===== config.mk =====
export PLATFORM = sky130hd
export DESIGN_NAME = sgr_back
export DESIGN_NICKNAME = d
export VERILOG_FILES = /design/src/rtl/core/sgr_pkg.sv /design/src/rtl/core/sgr_back.sv
export VERILOG_INCLUDE_DIRS = /design/src /design/src/rtl/core
export SDC_FILE = /design/constraint.sdc
export NUM_CORES = 1
export LEC_CHECK = 0
export BUFFER_PORTS_ARGS = -buffer_cell sky130_fd_sc_hd__buf_2
export CAP_MARGIN = 5
export CORE_UTILIZATION = 62
export DETAILED_ROUTE_END_ITERATION = 8
export MAX_ROUTING_LAYER = met4
export PLACE_DENSITY = 0.91
export SLEW_MARGIN = 30
export SYNTH_ARGS = -nofsm -noshare
export SYNTH_HDL_FRONTEND = slang
export SYNTH_SLANG_ARGS = --single-unit

===== constraint.sdc =====
create_clock -name clk -period 7.5 [get_ports clk]
set_clock_uncertainty 0.1 [all_clocks]
set_input_delay 1.125 -clock clk [delete_from_list [all_inputs] [get_ports clk]]
set_output_delay 1.125 -clock clk [all_outputs]
set_load 0.02 [all_outputs]

===== src/rtl/core/scaled_glyph_rect_renderer_top_macros.svh =====
// Assertion macros shared by the scaled glyph rectangle renderer RTL.
// Needs a clock named clk and an active-low reset named arst_n in scope.
`ifndef SCALED_GLYPH_RECT_RENDERER_TOP_MACROS_SVH
`define SCALED_GLYPH_RECT_RENDERER_TOP_MACROS_SVH
`ifndef SYNTH
// Checked outside reset only.
`define SGR_ASSERT(lbl, prop, msg) \
	lbl: assert property (@(posedge clk) disable iff (!arst_n) prop) else $error(msg);
// Checked at every edge, reset included.
`define SGR_ASSERT_ALWAYS(lbl, prop, msg) \
	lbl: assert property (@(posedge clk) prop) else $error(msg);
`else
`define SGR_ASSERT(lbl, prop, msg)
`define SGR_ASSERT_ALWAYS(lbl, prop, msg)
`endif
`endif


===== src/rtl/core/sgr_pkg.sv =====
// Package of the scaled glyph rectangle renderer: payload types, constants
// and the 5x7 font table. No dependencies.
package sgr_pkg;

	localparam int GLYPH_COLS = 5;
	localparam int GLYPH_ROWS = 7;
	localparam int GLYPH_DOTS = GLYPH_COLS * GLYPH_ROWS;
	localparam int CELL_W = 6;
	localparam int CELL_H = 8;
	localparam logic [7:0] FONT_FIRST = 8'h20;
	localparam logic [7:0] FONT_LAST = 8'h7E;

	localparam int CFG_INDEX_W = 2;
	localparam int CFG_DATA_W = 9;
	localparam logic [CFG_INDEX_W-1:0] REG_SCREEN_WIDTH = 2'd0;
	localparam logic [CFG_INDEX_W-1:0] REG_SCREEN_HEIGHT = 2'd1;
	localparam logic [CFG_DATA_W-1:0] SCREEN_WIDTH_RESET = 9'd240;
	localparam logic [CFG_DATA_W-1:0] SCREEN_HEIGHT_RESET = 9'd135;

	localparam logic STATUS_OK = 1'b0;
	localparam logic STATUS_ARG_ERROR = 1'b1;

	typedef struct packed {
		logic [15:0] origin_x;
		logic [15:0] origin_y;
		logic [7:0]  char_code;
		logic [15:0] fg_color;
		logic [15:0] bg_color;
		logic [7:0]  scale;
	} req_t;

	typedef struct packed {
		logic [8:0]  rect_x;
		logic [8:0]  rect_y;
		logic [8:0]  rect_w;
		logic [8:0]  rect_h;
		logic [15:0] rect_color;
		logic        status;
		logic        last;
	} rect_t;

	// A request after classification, as it waits in the queue.
	typedef struct packed {
		logic [15:0]           origin_x;
		logic [15:0]           origin_y;
		logic [15:0]           fg_color;
		logic [15:0]           bg_color;
		logic [7:0]            scale;
		logic [GLYPH_DOTS-1:0] glyph;
		logic                  scale_zero;
	} job_t;

	// Five column bytes, column 0 in the top byte; bit n of a byte is row n.
	function automatic logic [39:0] font_bytes(input logic [7:0] code);
		case (code)
			8'h25: font_bytes = 40'h23_13_08_64_62;
			8'h26: font_bytes = 40'h36_49_29_1A_40;
			8'h27: font_bytes = 40'h00_06_04_00_00;
			8'h2D: font_bytes = 40'h08_08_08_08_08;
			8'h2E: font_bytes = 40'h00_60_60_00_00;
			8'h2F: font_bytes = 40'h20_10_08_04_02;
			8'h30: font_bytes = 40'h3E_51_49_45_3E;
			8'h31: font_bytes = 40'h00_42_7F_40_00;
			8'h32: font_bytes = 40'h42_61_51_49_46;
			8'h33: font_bytes = 40'h21_41_45_4B_31;
			8'h34: font_bytes = 40'h18_14_12_7F_10;
			8'h35: font_bytes = 40'h27_45_45_45_39;
			8'h36: font_bytes = 40'h3C_4A_49_49_30;
			8'h37: font_bytes = 40'h01_71_09_05_03;
			8'h38: font_bytes = 40'h36_49_49_49_36;
			8'h39: font_bytes = 40'h06_49_49_29_1E;
			8'h3A: font_bytes = 40'h00_36_36_00_00;
			8'h41, 8'h61: font_bytes = 40'h7E_11_11_11_7E;
			8'h42, 8'h62: font_bytes = 40'h7F_49_49_49_36;
			8'h43, 8'h63: font_bytes = 40'h3E_41_41_41_22;
			8'h44, 8'h64: font_bytes = 40'h7F_41_41_22_1C;
			8'h45, 8'h65: font_bytes = 40'h7F_49_49_49_41;
			8'h46, 8'h66: font_bytes = 40'h7F_09_09_09_01;
			8'h47, 8'h67: font_bytes = 40'h3E_41_49_49_7A;
			8'h48, 8'h68: font_bytes = 40'h7F_08_08_08_7F;
			8'h49, 8'h69: font_bytes = 40'h00_41_7F_41_00;
			8'h4A, 8'h6A: font_bytes = 40'h20_40_41_3F_01;
			8'h4B, 8'h6B: font_bytes = 40'h7F_08_14_22_41;
			8'h4C, 8'h6C: font_bytes = 40'h7F_40_40_40_40;
			8'h4D, 8'h6D: font_bytes = 40'h7F_02_0C_02_7F;
			8'h4E, 8'h6E: font_bytes = 40'h7F_04_08_10_7F;
			8'h4F, 8'h6F: font_bytes = 40'h3E_41_41_41_3E;
			8'h50, 8'h70: font_bytes = 40'h7F_09_09_09_06;
			8'h51, 8'h71: font_bytes = 40'h3E_41_51_21_5E;
			8'h52, 8'h72: font_bytes = 40'h7F_09_19_29_46;
			8'h53, 8'h73: font_bytes = 40'h46_49_49_49_31;
			8'h54, 8'h74: font_bytes = 40'h01_01_7F_01_01;
			8'h55, 8'h75: font_bytes = 40'h3F_40_40_40_3F;
			8'h56, 8'h76: font_bytes = 40'h1F_20_40_20_1F;
			8'h57, 8'h77: font_bytes = 40'h3F_40_38_40_3F;
			8'h58, 8'h78: font_bytes = 40'h63_14_08_14_63;
			8'h59, 8'h79: font_bytes = 40'h07_08_70_08_07;
			8'h5A, 8'h7A: font_bytes = 40'h61_51_49_45_43;
			8'h5F: font_bytes = 40'h40_40_40_40_40;
			default: font_bytes = 40'h0;
		endcase
	endfunction

	// Dot bit of column c, row r sits at c*GLYPH_ROWS + r: drawing order is
	// ascending bit order. Codes outside the printable range are blank.
	function automatic logic [GLYPH_DOTS-1:0] font_glyph(input logic [7:0] code);
		logic [39:0] b;
		logic [GLYPH_DOTS-1:0] g;
		b = font_bytes(code);
		g = '0;
		if (code >= FONT_FIRST && code <= FONT_LAST) begin
			for (int c = 0; c < GLYPH_COLS; c++) begin
				g[c*GLYPH_ROWS +: GLYPH_ROWS] = b[(32 - 8*c) +: GLYPH_ROWS];
			end
		end
		font_glyph = g;
	endfunction

endpackage


===== src/rtl/core/sgr_back.sv =====
// Back end of the glyph renderer: walks one queued character, emitting the
// background rectangle and one per lit dot; errors end it. Depends on sgr_pkg.
`include "scaled_glyph_rect_renderer_top_macros.svh"
module sgr_back
	import sgr_pkg::*;
(
	input  logic       clk,
	input  logic       arst_n,
	input  logic [8:0] screen_width,
	input  logic [8:0] screen_height,
	input  logic       job_valid,
	output logic       job_pop,
	input  job_t       job,
	output logic       rect_valid,
	input  logic       rect_stall,
	output rect_t      rect
);

	localparam rect_t ERR_RECT = '{rect_x: 9'd0, rect_y: 9'd0, rect_w: 9'd0, rect_h: 9'd0,
		rect_color: 16'd0, status: STATUS_ARG_ERROR, last: 1'b1};

	logic busy_q;
	logic [GLYPH_DOTS-1:0] mask_q;
	logic [2:0] row_q;
	logic [15:0] dx_q, dy_q, oy_q, fg_q;
	logic [7:0] scale_q;
	logic rect_valid_q;
	rect_t rect_q;

	logic out_free, start, dot_step, emit, rest_empty;
	logic [10:0] bg_w, bg_h;
	rect_t cand;

	function automatic rect_t clip_rect(input logic [15:0] x, input logic [15:0] y,
		input logic [10:0] w, input logic [10:0] h, input logic [15:0] color,
		input logic [8:0] sw, input logic [8:0] sh);
		rect_t r;
		logic [8:0] aw, ah;
		aw = sw - x[8:0];
		ah = sh - y[8:0];
		if (w == 11'd0 || h == 11'd0 || x >= {7'd0, sw} || y >= {7'd0, sh}) begin
			r = ERR_RECT;
		end else begin
			r.rect_x = x[8:0];
			r.rect_y = y[8:0];
			r.rect_w = (w > {2'b00, aw}) ? aw : w[8:0];
			r.rect_h = (h > {2'b00, ah}) ? ah : h[8:0];
			r.rect_color = color;
			r.status = STATUS_OK;
			r.last = 1'b0;
		end
		clip_rect = r;
	endfunction

	assign out_free = !rect_valid_q || !rect_stall;
	assign start = job_valid && !busy_q && out_free;
	assign dot_step = busy_q && out_free;
	assign job_pop = start;
	assign rest_empty = (mask_q[GLYPH_DOTS-1:1] == '0);

	// Cell is 6 by 8 dots of scale pixels each.
	assign bg_w = {1'b0, job.scale, 2'b00} + {2'b00, job.scale, 1'b0};
	assign bg_h = {job.scale, 3'b000};

	always_comb begin
		if (busy_q) begin
			cand = clip_rect(dx_q, dy_q, {3'b000, scale_q}, {3'b000, scale_q}, fg_q,
				screen_width, screen_height);
			if (cand.status == STATUS_OK) cand.last = rest_empty;
			emit = dot_step && mask_q[0];
		end else if (job.scale_zero) begin
			cand = ERR_RECT;
			emit = start;
		end else begin
			cand = clip_rect(job.origin_x, job.origin_y, bg_w, bg_h, job.bg_color,
				screen_width, screen_height);
			if (cand.status == STATUS_OK) cand.last = (job.glyph == '0);
			emit = start;
		end
	end

	always_ff @(posedge clk or negedge arst_n) begin
		if (!arst_n) begin
			busy_q <= 1'b0;
			rect_valid_q <= 1'b0;
		end else begin
			if (out_free) rect_valid_q <= emit;
			if (start) begin
				busy_q <= !job.scale_zero && (cand.status == STATUS_OK) && (job.glyph != '0);
			end else if (dot_step) begin
				if (rest_empty || (mask_q[0] && cand.status == STATUS_ARG_ERROR)) begin
					busy_q <= 1'b0;
				end
			end
		end
	end

	always_ff @(posedge clk) begin
		if (out_free && emit) rect_q <= cand;
		if (start) begin
			mask_q <= job.glyph;
			row_q <= 3'd0;
			dx_q <= job.origin_x;
			dy_q <= job.origin_y;
			oy_q <= job.origin_y;
			scale_q <= job.scale;
			fg_q <= job.fg_color;
		end else if (dot_step) begin
			mask_q <= mask_q >> 1;
			if (row_q == 3'(GLYPH_ROWS - 1)) begin
				row_q <= 3'd0;
				dx_q <= dx_q + {8'd0, scale_q};
				dy_q <= oy_q;
			end else begin
				row_q <= row_q + 3'd1;
				dy_q <= dy_q + {8'd0, scale_q};
			end
		end
	end

	assign rect_valid = rect_valid_q;
	assign rect = rect_q;

	`SGR_ASSERT(a_error_is_last, (rect_valid_q && rect_q.status) |-> rect_q.last,
		"error result not marked last")
	`SGR_ASSERT(a_busy_has_dots, busy_q |-> (mask_q != '0), "walking a glyph with no dots left")
	`SGR_ASSERT(a_error_ends_walk, (emit && busy_q && cand.status) |=> !busy_q,
		"dot walk continued after an error")

endmodule


======== Word-level counts from Yosys, hierarchy flattened ========
Index checks and enable logic that the tools add are counted.
storage, ports and cells
  register bits ........................... 166
  input bits .............................. 130
  output and inout bits ................... 56
  logic and storage cells ................. 90
cells by class
  add/sub/neg operators ................... 8
  $lt $le $gt $ge ......................... 8
  eq/ne operators ......................... 1
  muxes and demuxes ....................... 26
  bitwise operators ....................... 1
  reduce and logical (&&, ||, !) cells .... 30
operator list
  kind                   count
  $mux W54               7
  $mux W16               6
  $mux W35               2
  $ge A16 B9 Y1          4
  $mux W9                4
  $sub A9 B9 Y9          4
  $logic_not A35 Y1      1
  $reduce_bool A35 Y1    1
  $logic_not A34 Y1      1
  $add A16 B8 Y16        2
  $gt A11 B9 Y1          2
  $logic_not A11 Y1      2
  $gt A8 B9 Y1           2
  $add A10 B9 Y11        1
  $logic_and A1 B1 Y1    8
  $logic_not A8 Y1       1
  $logic_or A1 B1 Y1     7
  $mux W1                6
  $reduce_bool A2 Y1     3
  $logic_not A1 Y1       4
  $reduce_and A2 Y1      2
  $add A3 B1 Y3 const B  1
  $eq A3 B3 Y1 const B   1
  $mux W3                1
  $not A1 Y1             1

======== Longest topological paths before layout ========
  word-level depth ........................ 16
  depth in mapped cells ................... 19
  depth with buffers taken out ............ 18

======== Worst setup path before layout ========
Ideal clock, no wire load.
  path type ............................... in2reg
  start point ............................. input screen_width[0]
  end point ............................... register rect_q (netlist bit rect[30]) (data pin)
  library setup time ...................... 257 ps
  arrival time ............................ 4349 ps
  data required time ...................... 7143 ps
  path slack .............................. 2795 ps
  stages on the path ...................... 19
  buffers on the path ..................... 1
  cells stage by stage .................... inv_1 -> ha_1 -> inv_1 -> fa_1 -> a21o_1 -> a21oi_1 -> o211ai_1 -> a21o_1 -> a21oi_1 -> xor2_1 -> ha_1 -> a211oi_1 -> o21ai_0 -> a21oi_1 -> a221oi_1 -> a21o_2 -> clkbuf_1 -> mux2i_1 -> a22o_2
RTL lines
  item                  RTL line        RTL
  from (decl)           sgr_back.sv:9   input logic [8:0] screen_width,
  to (signal assigned)  sgr_back.sv:99  if (out_free && emit) rect_q <= cand;
  to (decl)             sgr_back.sv:28  rect_t rect_q;

==> qor.log <==
INFO  run_status     run_status=complete, no violations
INFO  routing        routed_wire_length_per_instance=19.3um
INFO  pwr            vdd_ir_drop_max=193uV
INFO  timing         setup_viol=0
INFO  routing        via_per_inst=6.28
INFO  setup_path     critPathCaptureType=flop
INFO  pwr            pwrdens=216mW/mm^2
INFO  logic_synthesis ys_types=75
INFO  timing         period_needed=4.80ns
INFO  routing        drc=0
INFO  floorplan      floorplan.io_pins=186
INFO  final_layout   fin_area=0.0131mm^2
INFO  floorplan      dieWidth=137um
INFO  logic_synthesis synth.ff_latch_count=166
INFO  placement      place_worst_setup_slack=2.29ns
INFO  clock_tree     tritoncts=done
INFO  clock_tree     cts-resized-gates=0
INFO  logic_synthesis synth_area_per_inst=10.2um^2
INFO  pwr            portion_of_total_power_attributed_to_sequential_cells=0.408
INFO  pwr            clock_power_share=0.307
INFO  clock_tree     clk-insertion-delay-late=0.43ns
INFO  logic_synthesis synth.net_count=1379
INFO  setup_path     kind_of_start_point_of_the_critical_path=input port
INFO  placement      detailed_place_hpwl=21.8mm
INFO  setup_path     worst-setup-path-type=in -> reg
INFO  final_layout   count_of_filler_cells_inserted_in_the_layout=1231
INFO  timing         fin_tns_setup=0ns
INFO  placement      dpl-instance-area=0.0125mm^2
INFO  clock_tree     cts_max_path_buffers=2
INFO  logic_synthesis synth_enable_flop_cells=161
INFO  timing         worst-slew-pin-transition=0.759ns
INFO  logic_synthesis post_synthesis_share_of_cell_area_spent_on_full_adders_half_adders_and_majority_gates=0.152
INFO  clock_tree     cts_made_buffers=17
INFO  clock_tree     postCtsSetupBuffers=0
INFO  global_route   global_route.usage.total=0.332
INFO  floorplan      die-height=137um
INFO  pwr            leakage=5.80nW
INFO  routing        drt.antenna.violating_nets=0
INFO  logic_synthesis syn-cell-area=0.0113mm^2
INFO  clock_tree     cts_htree_levels=4
INFO  timing         finalHoldViolations=0
INFO  global_route   grt_pass1_vias=9193
INFO  setup_path     cp_max_fo=9
INFO  routing        drtIter0Drc=909
INFO  final_layout   layout.nets=1560
INFO  pwr            internal_power=1.90mW
INFO  logic_synthesis main_combinational_cell_family_by_area_after_synthesis=compound AO/OA/AOI/OAI gates
INFO  clock_tree     cts_root_buffer=sky130_fd_sc_hd__clkbuf_16
INFO  final_layout   footprint_of_the_multi_input_gates=0.00590mm^2
INFO  global_route   global_route.overflow_total=0
INFO  placement      number_of_input_and_output_port_buffers_inserted=185
INFO  timing         finalMaxSlewViolations=0
INFO  clock_tree     clk_pin_slew_worst_paths=0.08ns
INFO  final_layout   layout-area-overhead-vs-synth=15.2%
INFO  pwr            comb_power_share=0.285
INFO  routing        detail_route.first_pass.iterations=5
INFO  placement      finalWeightedCongestion=0.974
INFO  timing         final_cycle_share=0.640
INFO  logic_synthesis synth_warn=0
INFO  pwr            power_switching_share=0.326
INFO  final_layout   leading_cell_types_in_the_layout_fill_and_taps_excluded=sky130_fd_sc_hd__buf_2 (185), sky130_fd_sc_hd__edfxtp_1 (161), sky130_fd_sc_hd__nand2_1 (151), sky130_fd_sc_hd__ha_1 (127), sky130_fd_sc_hd__inv_1 (97)
INFO  clock_tree     post_cts_hold_buffer_count=0
INFO  logic_synthesis ys_seq_area_frac=0.436
INFO  routing        detailroute.via_count=9670
INFO  logic_synthesis dominantRegCellSynth=sky130_fd_sc_hd__edfxtp_1
INFO  setup_path     cp.arrival=4.89ns
INFO  min_path       hp-class=in -> async
INFO  final_layout   final-seq-area=0.00494mm^2
INFO  pwr            p_sw=0.923mW
INFO  timing         unrepaired_setup_endpoints_after_global_routing=false
INFO  clock_tree     clkSinkCount=166
INFO  logic_synthesis synthArstFlopShare=0.0120
INFO  global_route   grt_antenna_before_repair=2
INFO  global_route   largest_net_degree_at_the_start_of_global_routing=72
INFO  global_route   grt_pass1_wl=46.1mm
INFO  logic_synthesis post_synth_xor_xnor_area=0.0332
INFO  logic_synthesis post_synthesis_compound_gate_area_fraction=0.153
INFO  floorplan      rows=49
INFO  final_layout   drive_gt1_frac=0.200
INFO  routing        wirelength=29.8mm
INFO  final_layout   final_common_cell=sky130_fd_sc_hd__buf_2
INFO  run            drv.max_cap_violation_count=0
INFO  final_layout   utilization=0.727
INFO  timing         clock.fmax=208MHz
INFO  floorplan      die_area=0.0188mm^2
INFO  timing         timing.final.ws_setup=2.70ns
INFO  pwr            totalPowerFinal=2.83mW
INFO  setup_path     endpoint_required_time_on_the_critical_path=7.59ns
INFO  floorplan      core=0.0180mm^2
INFO  logic_synthesis synth_simple_gate_area_share=0.149
INFO  logic_synthesis synthMuxAreaShare=0.0304
INFO  logic_synthesis syn-instance-count=1115
INFO  timing         slew_headroom=0.490
INFO  floorplan      initial_utilization=0.631
==> path summary, 6_finish.rpt <==
kind / from / end / slack (ns) / cells after the start
max: screen_width[0] / rect[30]$_DFFE_PP_ / 2.70 / 19
min: arst_n / busy_q$_DFFE_PN0P_ / 0.38 / 1
max reg2reg: dy_q[0]$_DFFE_PP_ / rect[22]$_DFFE_PP_ / 3.50 / 14
min reg2reg: rect_valid$_DFFE_PN0N_ / rect_valid$_DFFE_PN0N_ / 0.42 / 1
max in group asynchronous: arst_n / rect_valid$_DFFE_PN0N_ / 6.82 / 1
min in group clk: rect_valid$_DFFE_PN0N_ / rect_valid$_DFFE_PN0N_ / 0.42 / 1
==> layer usage <==
metal	routed length, um	GRT usage	part of all wire
met4	1290	0.150	0.043
met1	11500	0.415	0.39
met3	2870	0.0614	0.096
met2	14100	0.526	0.47
met5	0	-	0
==> cell type report <==
class | count | share of cell area
Multi-Input combinational cell | 820 | 0.452
Antenna cell | 2 | 0.000383
Timing Repair Buffer | 192 | 0.0752
Tap cell | 229 | 0.0219
Clock buffer | 18 | 0.0329
Sequential cell | 166 | 0.379
Clock inverter | 13 | 0.0106
Inverter | 99 | 0.0287
==> cells in the mapped netlist, types with 4 or more instances <==
cell / n / share of area
sky130_fd_sc_hd__nand3_1: 20 / 0.0088
sky130_fd_sc_hd__nor2b_1: 10 / 0.0055
sky130_fd_sc_hd__nor2_1: 48 / 0.016
sky130_fd_sc_hd__clkbuf_1: 16 / 0.0053
sky130_fd_sc_hd__and2_1: 6 / 0.0033
sky130_fd_sc_hd__nor3_1: 21 / 0.0093
sky130_fd_sc_hd__o21ai_0: 58 / 0.026
sky130_fd_sc_hd__nand4_1: 9 / 0.0050
sky130_fd_sc_hd__nor4_1: 23 / 0.013
sky130_fd_sc_hd__xor2_1: 20 / 0.015
sky130_fd_sc_hd__a31oi_1: 11 / 0.0061
sky130_fd_sc_hd__a22o_1: 20 / 0.015
sky130_fd_sc_hd__a22oi_1: 11 / 0.0073
sky130_fd_sc_hd__o22ai_1: 26 / 0.014
sky130_fd_sc_hd__buf_1: 6 / 0.0020
sky130_fd_sc_hd__mux2_2: 12 / 0.012
sky130_fd_sc_hd__edfxtp_1: 161 / 0.43
sky130_fd_sc_hd__or2_2: 5 / 0.0028
sky130_fd_sc_hd__nand2_1: 151 / 0.050
sky130_fd_sc_hd__a21oi_1: 48 / 0.021
sky130_fd_sc_hd__a211oi_1: 18 / 0.012
sky130_fd_sc_hd__o211ai_1: 4 / 0.0026
sky130_fd_sc_hd__o21a_1: 11 / 0.0073
sky130_fd_sc_hd__fa_1: 7 / 0.012
sky130_fd_sc_hd__xnor2_1: 23 / 0.018
sky130_fd_sc_hd__mux2i_1: 21 / 0.019
sky130_fd_sc_hd__ha_1: 127 / 0.14
sky130_fd_sc_hd__nand2b_1: 14 / 0.0077
sky130_fd_sc_hd__inv_1: 99 / 0.033
sky130_fd_sc_hd__a21o_1: 21 / 0.014
sky130_fd_sc_hd__or3_1: 8 / 0.0044
sky130_fd_sc_hd__and3_1: 13 / 0.0072
==> registers in the layout, summed over array words and instances (netlist names) <==
register and flops:
row_q 3, fg_q 16, mask_q 35, scale_q 8
dy_q 16, busy_q 1, dx_q 16, oy_q 16
rect_valid 1, rect 54
==> power groups by stage <==
| stage | combinational [mW] | sequential [mW] | clock, mW |
|---|---|---|---|
| CTS | 0.785 | 1.15 | 0.870 |
| global route | 0.883 | 1.16 | 0.908 |
| detailed placement | 0.772 | 1.17 | 0 |
| finish | 0.805 | 1.15 | 0.868 |
| floorplan | 0.537 | 1.18 | 0 |
| global placement | 0.739 | 1.17 | 0 |
==> worst max-delay path: stages <==
cell	delay [ns]
sky130_fd_sc_hd__buf_2	0.13
sky130_fd_sc_hd__inv_1	0.08
sky130_fd_sc_hd__ha_1	0.17
sky130_fd_sc_hd__inv_1	0.06
sky130_fd_sc_hd__fa_1	0.41
sky130_fd_sc_hd__a21o_1	0.17
sky130_fd_sc_hd__a21oi_1	0.25
sky130_fd_sc_hd__o211ai_1	0.18
sky130_fd_sc_hd__a21o_1	0.20
sky130_fd_sc_hd__a21oi_1	0.16
sky130_fd_sc_hd__xor2_1	0.31
sky130_fd_sc_hd__ha_1	0.33
sky130_fd_sc_hd__a211oi_1	0.23
sky130_fd_sc_hd__o21ai_0	0.14
sky130_fd_sc_hd__a21oi_1	0.15
sky130_fd_sc_hd__a221oi_1	0.08
sky130_fd_sc_hd__a21o_2	0.29
sky130_fd_sc_hd__mux2i_1	0.15
sky130_fd_sc_hd__a22o_2	0.29
==> logic make-up (layout without fill, tap and decap cells) <==
group | after synthesis | in the layout
fa+ha+maj | 134 | 134
xor+xnor | 43 | 43
flops | 166 | 166
other cells | 0 | 2
compound gates | 261 | 261
buf+inv | 129 | 322
simple gates | 349 | 349
mux | 33 | 33
==> through the flow <==
| step | hold slack (ns) | cells |
|---|---|---|
| 2_1_floorplan | 0.404 | 1115 |
| 3_3_place_gp | 0.381 | 1505 |
| 3_5_place_dp | 0.400 | 1506 |
| 4_1_cts | 0.366 | 1537 |
| 5_1_grt | 0.355 | 1539 |
| 6_report | 0.377 | 1539 |
Power figures use the tool's default switching activity.
